[src/design/rkc_pkg.sv]
// Package for the register/keepalive client: event, packet, phase and status codes.
// Used by the top level and by the port checker; depends on nothing.
package rkc_pkg;

  typedef enum logic [1:0] {
    OP_START  = 2'd0,
    OP_PACKET = 2'd1,
    OP_EXPIRE = 2'd2,
    OP_QUIT   = 2'd3
  } opcode_t;

  typedef enum logic [1:0] {
    PH_DISC  = 2'd0,
    PH_WAIT  = 2'd1,
    PH_REGD  = 2'd2,
    PH_ALIVE = 2'd3
  } phase_t;

  localparam logic [7:0] TYPE_REG_REQ    = 8'h00;
  localparam logic [7:0] TYPE_REG_ACK    = 8'h01;
  localparam logic [7:0] TYPE_REG_NACK   = 8'h02;
  localparam logic [7:0] TYPE_REG_REJ    = 8'h03;
  localparam logic [7:0] TYPE_ALIVE_INF  = 8'h10;
  localparam logic [7:0] TYPE_ALIVE_ACK  = 8'h11;
  localparam logic [7:0] TYPE_ALIVE_NACK = 8'h12;
  localparam logic [7:0] TYPE_ALIVE_REJ  = 8'h13;

  localparam logic [1:0] SEND_NONE  = 2'd0;
  localparam logic [1:0] SEND_REQ   = 2'd1;
  localparam logic [1:0] SEND_ALIVE = 2'd2;

  localparam logic [2:0] ST_NONE       = 3'd0;
  localparam logic [2:0] ST_REGISTERED = 3'd1;
  localparam logic [2:0] ST_REJECTED   = 3'd2;
  localparam logic [2:0] ST_GAVE_UP    = 3'd3;
  localparam logic [2:0] ST_ALIVE_LOST = 3'd4;
  localparam logic [2:0] ST_ALIVE_REJ  = 3'd5;
  localparam logic [2:0] ST_STOPPED    = 3'd6;

  localparam logic [2:0] CFG_BASE_WAIT     = 3'd0;
  localparam logic [2:0] CFG_WAIT_CAP      = 3'd1;
  localparam logic [2:0] CFG_SENDS_PER_TRY = 3'd2;
  localparam logic [2:0] CFG_TRY_LIMIT     = 3'd3;
  localparam logic [2:0] CFG_PAUSE         = 3'd4;
  localparam logic [2:0] CFG_ALIVE_PERIOD  = 3'd5;
  localparam logic [2:0] CFG_LOST_LIMIT    = 3'd6;

  localparam logic [55:0] RANDOM_RESET = 56'h30303030303000;

endpackage

[src/design/register_keepalive_client_top.sv]
// Top level of the register/keepalive client: input register, event logic, result register.
// Depends on rkc_pkg.
//
// Usage: each input item is one event (start, received packet, wait expired, quit) with
// the fields of the packet. For every item exactly one result item comes out: the packet
// to send, its random bytes, the seconds to arm the timer with, the link phase after the
// event and a status code.
// Configuration registers are written through cfg_we, cfg_index and cfg_data; the user
// must write them only while idle; the block does not enforce it. Index 7 is ignored.
// An item accepted when in_valid is high and in_stall is low is loaded into the input
// register; its result is computed from there and is loaded into the result register as
// soon as that register can take it. Throughput: one item per cycle while out_stall is low.
// The event logic reads and updates the client state combinationally between the registers.
// When out_stall is high the result register holds; one more item waits in the input
// register, and only then does in_stall rise.
// Reset (rst, synchronous) empties both registers, loads the configuration defaults and
// puts the client in the disconnected phase.
module register_keepalive_client_top (
  input  logic        clk,
  input  logic        rst,
  input  logic        cfg_we,
  input  logic [2:0]  cfg_index,
  input  logic [4:0]  cfg_data,
  input  logic        in_valid,
  output logic        in_stall,
  input  logic [1:0]  opcode,
  input  logic [7:0]  pkt_type,
  input  logic [55:0] pkt_name,
  input  logic [63:0] pkt_mac_high,
  input  logic [39:0] pkt_mac_low,
  input  logic [55:0] pkt_random,
  output logic        out_valid,
  input  logic        out_stall,
  output logic [1:0]  send_kind,
  output logic [55:0] random_to_send,
  output logic [6:0]  wait_seconds,
  output logic [1:0]  link_state,
  output logic [2:0]  status
);
  import rkc_pkg::*;

  logic [3:0] base_wait, wait_cap_factor, sends_per_try, alive_period, lost_limit;
  logic [2:0] try_limit;
  logic [4:0] pause_between;

  logic        in_q_valid;
  logic [1:0]  op_q;
  logic [7:0]  type_q;
  logic [55:0] name_q;
  logic [63:0] mach_q;
  logic [39:0] macl_q;
  logic [55:0] rand_q;

  phase_t      phase, phase_next;
  logic        pausing, pausing_next;
  logic [3:0]  send_index, send_index_next;
  logic [2:0]  try_count, try_count_next;
  logic [3:0]  lost_remaining, lost_remaining_next;
  logic [55:0] srv_name;
  logic [63:0] server_mac_high;
  logic [39:0] server_mac_low;
  logic [55:0] session_random, session_random_next;
  logic        store_id;

  logic [1:0]  kind_c;
  logic [55:0] rnd_c;
  logic [6:0]  wait_c;
  logic [2:0]  status_c;

  logic move;
  assign move     = in_q_valid && (!out_valid || !out_stall);
  assign in_stall = in_q_valid && !move;

  function automatic logic [3:0] at_least_one(input logic [3:0] v);
    return (v == 4'd0) ? 4'd1 : v;
  endfunction

  function automatic logic [6:0] reg_wait(input logic [3:0] j, input logic [3:0] b,
                                          input logic [3:0] c);
    logic [7:0] w;
    if (j < 4'd2) begin
      w = {4'd0, b};
    end else if (j < c) begin
      w = {4'd0, b} * {4'd0, j};
    end else begin
      w = {4'd0, b} * {4'd0, c};
    end
    return (w > 8'd127) ? 7'd127 : w[6:0];
  endfunction

  always_ff @(posedge clk) begin
    if (rst) begin
      base_wait       <= 4'd2;
      wait_cap_factor <= 4'd4;
      sends_per_try   <= 4'd8;
      try_limit       <= 3'd3;
      pause_between   <= 5'd5;
      alive_period    <= 4'd3;
      lost_limit      <= 4'd3;
    end else if (cfg_we) begin
      case (cfg_index)
        CFG_BASE_WAIT:     base_wait       <= cfg_data[3:0];
        CFG_WAIT_CAP:      wait_cap_factor <= cfg_data[3:0];
        CFG_SENDS_PER_TRY: sends_per_try   <= cfg_data[3:0];
        CFG_TRY_LIMIT:     try_limit       <= cfg_data[2:0];
        CFG_PAUSE:         pause_between   <= cfg_data;
        CFG_ALIVE_PERIOD:  alive_period    <= cfg_data[3:0];
        CFG_LOST_LIMIT:    lost_limit      <= cfg_data[3:0];
        default: ;
      endcase
    end
  end

  always_ff @(posedge clk) begin
    if (rst) begin
      in_q_valid <= 1'b0;
    end else if (in_valid && !in_stall) begin
      in_q_valid <= 1'b1;
    end else if (move) begin
      in_q_valid <= 1'b0;
    end
  end

  always_ff @(posedge clk) begin
    if (in_valid && !in_stall) begin
      op_q   <= opcode;
      type_q <= pkt_type;
      name_q <= pkt_name;
      mach_q <= pkt_mac_high;
      macl_q <= pkt_mac_low;
      rand_q <= pkt_random;
    end
  end

  always_comb begin
    logic begin_try, end_try, next_req, send_req, send_ka, go_idle, same_id, give_up;
    logic [3:0] try_next;
    begin_try = 1'b0;
    end_try   = 1'b0;
    next_req  = 1'b0;
    send_req  = 1'b0;
    send_ka   = 1'b0;
    go_idle   = 1'b0;
    store_id  = 1'b0;
    same_id   = (name_q == srv_name) && (mach_q == server_mac_high) &&
                (macl_q == server_mac_low) && (rand_q == session_random);
    try_next  = {1'b0, try_count} + 4'd1;
    give_up   = try_next >= at_least_one({1'b0, try_limit});
    phase_next          = phase;
    pausing_next        = pausing;
    send_index_next     = send_index;
    try_count_next      = try_count;
    lost_remaining_next = lost_remaining;
    session_random_next = session_random;
    kind_c   = SEND_NONE;
    rnd_c    = 56'd0;
    wait_c   = 7'd0;
    status_c = ST_NONE;

    case (opcode_t'(op_q))
      OP_START: begin
        if (phase == PH_DISC && !pausing) begin
          session_random_next = RANDOM_RESET;
          try_count_next      = 3'd0;
          lost_remaining_next = 4'd0;
          begin_try           = 1'b1;
        end
      end
      OP_QUIT: begin
        go_idle  = 1'b1;
        status_c = ST_STOPPED;
      end
      OP_EXPIRE: begin
        if (pausing) begin
          begin_try = 1'b1;
        end else if (phase == PH_WAIT) begin
          next_req = 1'b1;
        end else if (phase == PH_REGD || phase == PH_ALIVE) begin
          if (lost_remaining == 4'd0) begin
            go_idle  = 1'b1;
            status_c = ST_ALIVE_LOST;
          end else begin
            lost_remaining_next = lost_remaining - 4'd1;
            send_ka             = 1'b1;
          end
        end
      end
      OP_PACKET: begin
        if (phase == PH_WAIT && !pausing) begin
          if (type_q == TYPE_REG_ACK) begin
            store_id            = 1'b1;
            session_random_next = rand_q;
            phase_next          = PH_REGD;
            pausing_next        = 1'b0;
            send_index_next     = 4'd0;
            try_count_next      = 3'd0;
            lost_remaining_next = at_least_one(lost_limit) - 4'd1;
            status_c            = ST_REGISTERED;
            send_ka             = 1'b1;
          end else if (type_q == TYPE_REG_NACK) begin
            phase_next = PH_DISC;
            end_try    = 1'b1;
          end else if (type_q == TYPE_REG_REJ) begin
            go_idle  = 1'b1;
            status_c = ST_REJECTED;
          end else begin
            next_req = 1'b1;
          end
        end else if (phase == PH_REGD || phase == PH_ALIVE) begin
          if (same_id && type_q == TYPE_ALIVE_ACK) begin
            lost_remaining_next = at_least_one(lost_limit);
            phase_next          = PH_ALIVE;
          end else if (same_id && type_q == TYPE_ALIVE_REJ) begin
            session_random_next = RANDOM_RESET;
            try_count_next      = 3'd0;
            lost_remaining_next = 4'd0;
            begin_try           = 1'b1;
            status_c            = ST_ALIVE_REJ;
          end
        end
      end
      default: ;
    endcase

    if (next_req) begin
      if ({1'b0, send_index} + 5'd1 >= {1'b0, at_least_one(sends_per_try)}) begin
        end_try = 1'b1;
      end else begin
        send_index_next = send_index + 4'd1;
        send_req        = 1'b1;
      end
    end
    if (end_try) begin
      if (give_up) begin
        go_idle  = 1'b1;
        status_c = ST_GAVE_UP;
      end else begin
        try_count_next  = try_next[2:0];
        send_index_next = 4'd0;
        if (pause_between == 5'd0) begin
          begin_try = 1'b1;
        end else begin
          pausing_next = 1'b1;
          wait_c       = {2'd0, pause_between};
        end
      end
    end
    if (begin_try) begin
      send_index_next = 4'd0;
      pausing_next    = 1'b0;
      phase_next      = PH_WAIT;
      send_req        = 1'b1;
    end
    if (send_req) begin
      kind_c = SEND_REQ;
      rnd_c  = session_random_next;
      wait_c = reg_wait(send_index_next, at_least_one(base_wait),
                        at_least_one(wait_cap_factor));
    end
    if (send_ka) begin
      kind_c = SEND_ALIVE;
      rnd_c  = session_random_next;
      wait_c = {3'd0, at_least_one(alive_period)};
    end
    if (go_idle) begin
      phase_next          = PH_DISC;
      pausing_next        = 1'b0;
      send_index_next     = 4'd0;
      try_count_next      = 3'd0;
      lost_remaining_next = 4'd0;
    end
  end

  always_ff @(posedge clk) begin
    if (rst) begin
      phase           <= PH_DISC;
      pausing         <= 1'b0;
      send_index      <= 4'd0;
      try_count       <= 3'd0;
      lost_remaining  <= 4'd0;
      srv_name        <= 56'd0;
      server_mac_high <= 64'd0;
      server_mac_low  <= 40'd0;
      session_random  <= RANDOM_RESET;
    end else if (move) begin
      phase          <= phase_next;
      pausing        <= pausing_next;
      send_index     <= send_index_next;
      try_count      <= try_count_next;
      lost_remaining <= lost_remaining_next;
      session_random <= session_random_next;
      if (store_id) begin
        srv_name        <= name_q;
        server_mac_high <= mach_q;
        server_mac_low  <= macl_q;
      end
    end
  end

  always_ff @(posedge clk) begin
    if (rst) begin
      out_valid <= 1'b0;
    end else begin
      out_valid <= move || (out_valid && out_stall);
    end
  end

  always_ff @(posedge clk) begin
    if (move) begin
      send_kind      <= kind_c;
      random_to_send <= rnd_c;
      wait_seconds   <= wait_c;
      link_state     <= phase_next;
      status         <= status_c;
    end
  end

endmodule

[config.mk]
export PLATFORM = sky130hd
export DESIGN_NAME = register_keepalive_client_top
export DESIGN_NICKNAME = d
export VERILOG_FILES = /design/src/design/rkc_pkg.sv /design/src/design/register_keepalive_client_top.sv
export SDC_FILE = /design/constraint.sdc
export NUM_CORES = 1
export LEC_CHECK = 0
export BUFFER_PORTS_ARGS = -buffer_cell sky130_fd_sc_hd__buf_2
export CAP_MARGIN = 40
export CORE_AREA = 4 4 173 259
export DETAILED_ROUTE_END_ITERATION = 8
export DIE_AREA = 0 0 177 263
export HOLD_SLACK_MARGIN = 0.02
export PLACE_DENSITY_LB_ADDON = 0.05
export SYNTH_ARGS = -nofsm -noshare
export SYNTH_HDL_FRONTEND = slang
export SYNTH_SLANG_ARGS = --single-unit
[constraint.sdc]
create_clock -name clk -period 25.1 [get_ports clk]
set_input_delay 2.51 -clock clk [delete_from_list [all_inputs] [get_ports clk]]
set_output_delay 2.51 -clock clk [all_outputs]
set_load 0.01 [all_outputs]
* After elaboration in Yosys (flattened, before gate mapping)
Cells that the tools add are included.
** Storage, ports and cells
- Flip-flop bits (word level) :: 556
- Input port bits :: 239
- Output and inout bits :: 72
- Word-level logic and storage cells :: 245
** Operators by class
- $add $sub $neg :: 5
- $mul :: 2
- Order comparisons :: 5
- Equality and inequality tests :: 29
- Mux-type cells :: 133
- Reduce and logical (&&, ||, !) cells :: 41
** Operators by type and width (count)
- 56-bit two-way mux :: 8
- 56-bit == test :: 2
- 56-bit case mux with 2 select lines :: 1
- 4-bit two-way mux :: 26
- 64-bit == test :: 1
- 3-bit two-way mux :: 20
- 1-bit two-way mux :: 52
- 40-bit == test :: 1
- 4-bit logical NOT :: 6
- 8-bit two-way mux :: 3
- 2-bit two-way mux :: 11
- 8-bit by 2-bit == test with 1-bit output (second input constant) :: 2
- 8-bit by 5-bit == test with 1-bit output (second input constant) :: 2
- 4-bit by 4-bit multiplier with 8-bit output :: 2
- 2-bit AND reduction :: 8
- 5-bit two-way mux :: 3
- 3-bit inequality test (second input constant) :: 5
- 7-bit two-way mux :: 2
- 4-bit case mux with 3 select lines :: 1
- 1-bit logical AND :: 11
- 10-bit AND reduction :: 1
- 3-bit == test (second input constant) :: 3
- 3-bit case mux with 3 select lines :: 1
- 2-bit == test (second input constant) :: 4
- other kinds (25) :: 39

* Longest topological paths before layout
- Depth in word-level cells :: 22
- Mapped depth :: 25
- Gate-level depth less buffers :: 25

* Worst setup path before layout
Ideal clock, no wire load.
- Kind :: input -> register
- Start point :: input port out_stall
- End point :: register mach_q[0], enable pin
- Setup time :: 0.841 ns
- Data arrival time :: 12.661 ns
- Data required time :: 24.259 ns
- Setup slack :: 11.597 ns
- Stages :: 2
- Path buffers :: 0
- Cell sequence :: and3_1 -> nor2b_1
** Between the ends
- Word-level cells in the longest chain between the ends :: 7
** RTL lines
- from (decl) :: line register_keepalive_client_top.sv:33 : input logic out_stall,
- 1-bit logical NOT :: line register_keepalive_client_top.sv:71 : assign move = in_q_valid && (!out_valid || !out_stall);
- 1-bit logical OR :: line register_keepalive_client_top.sv:71
- 1-bit logical AND :: line register_keepalive_client_top.sv:71
- 1-bit logical NOT :: line register_keepalive_client_top.sv:72 : assign in_stall = in_q_valid && !move;
- 1-bit logical AND :: line register_keepalive_client_top.sv:72
- 1-bit logical NOT :: line register_keepalive_client_top.sv:125 : if (in_valid && !in_stall) begin
- 1-bit logical AND :: line register_keepalive_client_top.sv:125
- to (signal assigned) :: line register_keepalive_client_top.sv:129 : mach_q <= pkt_mac_high;
- to (decl) :: line register_keepalive_client_top.sv:50 : logic [63:0] mach_q;
Every way passes these cells.
A chain may end at the register's enable or synchronous reset.

* Worst setup path after layout
- Start point :: register type_q[2]
- End point :: register wait_seconds[4], data pin
** Between the ends
- Word-level cells in the longest chain between the ends :: 18
- Elaborated cells between the ends (all ways) :: 49
- Those cells by class :: 1 x mul; 3 x order compare; 5 x eq/ne; 38 x mux; 2 x reduce/logical
** RTL lines
- from (decl) :: line register_keepalive_client_top.sv:48 : logic [7:0] type_q;
- from (signal assigned) :: line register_keepalive_client_top.sv:127 : type_q <= pkt_type;
- 8-bit by 5-bit == test with 1-bit output :: line register_keepalive_client_top.sv:213 : end else if (same_id && type_q == TYPE_ALIVE_REJ) begin
- 1-bit logical AND :: line register_keepalive_client_top.sv:213
- 1-bit two-way mux :: line register_keepalive_client_top.sv:213
- 1-bit two-way mux :: line register_keepalive_client_top.sv:210 : if (same_id && type_q == TYPE_ALIVE_ACK) begin
- 1-bit two-way mux :: line register_keepalive_client_top.sv:209 : end else if (phase == PH_REGD || phase == PH_ALIVE) begin
- 1-bit two-way mux :: line register_keepalive_client_top.sv:189 : if (phase == PH_WAIT && !pausing) begin
- 1-bit case mux with 3 select lines :: line register_keepalive_client_top.sv:160 : case (opcode_t'(op_q))
- 1-bit two-way mux :: line register_keepalive_client_top.sv:240 : if (pause_between == 5'd0) begin
- [... 2 more ...]
- 4-bit two-way mux :: line register_keepalive_client_top.sv:248 : if (begin_try) begin
- 4-bit by 4-bit multiplier with 8-bit output or 4-bit less-than comparator (tied branches) :: line register_keepalive_client_top.sv:84, register_keepalive_client_top.sv:83
- 8-bit two-way mux :: line register_keepalive_client_top.sv:83 : end else if (j < c) begin
- 8-bit two-way mux :: line register_keepalive_client_top.sv:81 : if (j < 4'd2) begin
- 8-bit two-way mux :: line register_keepalive_client_top.sv:254 : if (send_req) begin
- 8-bit by 7-bit greater-than comparator with 1-bit output :: line register_keepalive_client_top.sv:88 : return (w > 8'd127) ? 7'd127 : w[6:0];
- 7-bit two-way mux :: line register_keepalive_client_top.sv:88
- 7-bit two-way mux :: line register_keepalive_client_top.sv:254
- to (signal assigned) :: line register_keepalive_client_top.sv:312 : wait_seconds <= wait_c;
- to (decl) :: line register_keepalive_client_top.sv:36 : output logic [6:0] wait_seconds,
Several ways; a longest one is shown, not always the timed one. The select of a mux whose other input is x is not followed.

==> out/results.ini <==
[detailed_routing]
top_layer_used = met4
violation_count_after_the_first_detailed_route_iteration = 1147
wl_met2_um = 31700
route.layer.met1.wl_um = 23600
routed_wirelength_um = 61000
wl_cell_um = 20.6
number_of_nets_with_antenna_violations_after_detailed_routing = 0
route.detailed.drc = 0
avgViaCountPerCell = 5.57
met3_routed_length_um = 3040
detailedRoute.firstPassIterationCount = 5
vias = 16500

[cells_and_area]
mostFrequentLayoutCell = sky130_fd_sc_hd__nand2_1
area_growth_pct = 16.6
most-common-layout-cells = sky130_fd_sc_hd__nand2_1, sky130_fd_sc_hd__buf_2, sky130_fd_sc_hd__edfxtp_1
num-nets-final = 2635
drive_gt1_frac = 0.181

[placement]
gpl.final_weighted_congestion = 0.898
detailed_place_hpwl_um = 43100
port_buffers = 310
place_worst_setup_slack_ps = 18980

[clocking]
tritoncts_num_sinks = 556
clock_transition_at_the_registers_of_the_reported_paths_ps = 60
worst_skew_pair.late_latency_ps = 580
ctsResizeCount = 0
cts_setup_buffers = 0
cts-buffers-inserted = 51
cts-root-buf = sky130_fd_sc_hd__clkbuf_16
post_cts_hold_fix_bufs = 0
cts_tree = done
cts.htree.levels = 2
cts_buffer_depth = 3

[critical_path]
worst_path_most_repeated_cell = sky130_fd_sc_hd__a21oi_1
timing_worst_setup_path_type = flip-flop to flip-flop
cpLargestDelayFamily = simple AND/OR/NAND/NOR gates
critical_path.slowest_cell = sky130_fd_sc_hd__or4_1
cp_slowest_stage_delay_ps = 770
worst-path-buf-inv = 1
critPathLaunchType = flip-flop
crit_arrival_ps = 6550
timing.critical_path.fanout_max = 18
crit_path_end_kind = flip-flop
timing.critical_path.required_ps = 25510
crit_path_cell_trace = or4_4 -> or3b_4 -> or4_1 -> or2_1 -> nand2_1 -> o21ai_0 -> a21oi_1 -> nor2_1 -> nand2_1 -> fa_1 -> fa_1 -> inv_1 -> ha_1 -> a21o_1 -> a21oi_1 -> o21bai_1 -> a21oi_1 -> xnor2_1 -> nor2_1 -> mux2_1 -> o21ai_1

[sta]
timing.final.setup_violations = 0
clock_skew_ps = 24.2
timing_worst_slew_pin_value_ps = 1110
max_slew_margin = 0.263
max_clock_freq_mhz = 163
setup_tns_ps = 0
timing.final.crit_share = 0.245
grt_setup_unrepaired = false
setup_ws_ps = 18960
drv_slew = 0
hold_violations = 0
min_period_ps = 6140

[global_routing]
first_pass_grt_wire_length_um = 93000
vias_in_the_first_global_route = 16500
grt_overflow = 0
track_usage = 0.257
grt_antenna_before_repair = 7
largest_net_degree_at_the_start_of_global_routing = 188

[yosys]
synthCells = 2057
synth.distinct_cells = 73
yosys_reg_bits = 556
async_reset_ff_frac = 0
yosys_most_used_dff = sky130_fd_sc_hd__edfxtp_1
mappedNetlistNets = 2347
edff_count_synth = 296
yosys_warnings = 0
synth_seq_area_share = 0.608
post_synth_instance_area_um2 = 23200
post_syn_area_per_cell_um2 = 11.3

[run_status]
run_status = finished, final reports clean

[die]
dieHeight_um = 263
design.portCount = 311
effective_utilization_at_floorplan = 0.543
rows = 93
dieArea_um2 = 46600
floorplan.core_area_um2 = 42700
die_x_um = 177

[power_and_ir_drop]
pwr_dens_nw_per_um2 = 69.8
power_frac_seq = 0.535
pwr-share-clk = 0.411
worst_ir_drop_vdd_v = 0.0000706
p_int_mw = 1.47
p_sw_frac = 0.221
leakage_nw = 10.2
power_switching_mw = 0.417
total_power_mw = 1.89
combPwrFrac = 0.054

[job]
maxCapViolations = 0

[worst_hold_path]
worst_hold_path_type = flip-flop to flip-flop

cell usage after synthesis, types with 5 or more instances:
cell / number / area share
sky130_fd_sc_hd__xor2_1: 85 / 0.032
sky130_fd_sc_hd__mux2i_1: 22 / 0.0095
sky130_fd_sc_hd__ha_1: 43 / 0.023
sky130_fd_sc_hd__a22o_1: 91 / 0.034
sky130_fd_sc_hd__nor3_1: 19 / 0.0041
sky130_fd_sc_hd__fa_1: 8 / 0.0069
sky130_fd_sc_hd__buf_2: 10 / 0.0022
sky130_fd_sc_hd__nor2_1: 112 / 0.018
sky130_fd_sc_hd__edfxtp_1: 296 / 0.38
sky130_fd_sc_hd__clkbuf_1: 79 / 0.013
sky130_fd_sc_hd__a21oi_1: 195 / 0.042
sky130_fd_sc_hd__a21o_1: 9 / 0.0029
sky130_fd_sc_hd__o21ai_0: 13 / 0.0028
sky130_fd_sc_hd__nor3b_1: 7 / 0.0023
sky130_fd_sc_hd__nand2_1: 372 / 0.060
sky130_fd_sc_hd__nand3_1: 9 / 0.0019
sky130_fd_sc_hd__a211oi_1: 17 / 0.0055
sky130_fd_sc_hd__inv_1: 34 / 0.0055
sky130_fd_sc_hd__or3_1: 5 / 0.0013
sky130_fd_sc_hd__o21ai_1: 15 / 0.0032
sky130_fd_sc_hd__nand4_1: 42 / 0.011
sky130_fd_sc_hd__nor2b_1: 11 / 0.0030
sky130_fd_sc_hd__a31oi_1: 8 / 0.0022
sky130_fd_sc_hd__dfxtp_1: 260 / 0.22
sky130_fd_sc_hd__o22ai_1: 15 / 0.0040
sky130_fd_sc_hd__and2_1: 17 / 0.0046
sky130_fd_sc_hd__nand2b_1: 7 / 0.0019
sky130_fd_sc_hd__xnor2_1: 144 / 0.054
sky130_fd_sc_hd__a211o_1: 9 / 0.0034
sky130_fd_sc_hd__nor4_1: 27 / 0.0073
registers in the layout, summed over array words and instances (netlist names), 7 cells and up:
name / count
mach_q: 64
macl_q: 40
name_q: 56
rand_q: 56
random_to_send: 56
server_mac_high: 64
server_mac_low: 40
session_random: 56
srv_name: 56
type_q: 8
wait_seconds: 7
worst paths after layout:
| kind | startpoint | endpoint | slack [ps] | depth (start not counted) |
|---|---|---|---|---|
| hold / removal | srv_name[11]$_SDFFE_PP0P_ | srv_name[11]$_SDFFE_PP0P_ | 460 | 2 |
| setup reg to reg | type_q[2]$_DFFE_PP_ | wait_seconds[4]$_SDFFCE_PP0P_ | 18960 | 21 |
| hold reg to reg | srv_name[11]$_SDFFE_PP0P_ | srv_name[11]$_SDFFE_PP0P_ | 460 | 2 |
| setup / recovery | type_q[2]$_DFFE_PP_ | wait_seconds[4]$_SDFFCE_PP0P_ | 18960 | 21 |
power by group through the flow:
stage | Clock (mW) | Sequential [mW] | Combinational, mW
6_report | 0.777 | 1.01 | 0.102
5_1_grt | 0.832 | 1.01 | 0.110
4_1_cts | 0.793 | 1.01 | 0.103
3_5_place_dp | 0 | 1.03 | 0.103
3_3_place_gp | 0 | 1.03 | 0.101
2_1_floorplan | 0 | 1.03 | 0.0503
kinds of logic after synthesis:
family | Yosys count | synth area share
buf+inv | 132 | 0.0232
compound gates | 407 | 0.114
xor+xnor | 229 | 0.0865
fa+ha+maj | 51 | 0.0301
simple gates | 658 | 0.128
mux | 24 | 0.0105
flops | 556 | 0.608
layout make-up:
class	count	area, um2
Antenna cell	3	7.51
Clock buffer	81	1540
Clock inverter	14	145
Fill cell	3420	15700
Inverter	36	138
Multi-Input combinational cell	1369	8610
Sequential cell	556	14100
Tap cell	570	713
Timing Repair Buffer	331	1800
tightest hold or removal path, cell delays in order (launching register included):
cell and delay [ps]:
sky130_fd_sc_hd__dfxtp_1 320, sky130_fd_sc_hd__nand2_1 50, sky130_fd_sc_hd__a21oi_1 50
metrics by stage:
step	cell area, um2	std cells	hold WS (ps)	util
after floorplan	23200	2057	429	-
after global placement	25200	2854	449	0.591
after detailed placement	25400	2862	455	0.594
after CTS	27000	2957	463	0.633
after global routing	27000	2958	474	0.633
final	27100	2960	462	0.634
metal layers:
layer,global-route usage,up-vias
met1,0.319,7940
li1,-,7872
met4,0.101,0
met2,0.456,556
met5,0,-
met3,0.0305,120
No activity file was read; power rests on OpenSTA's default activity.
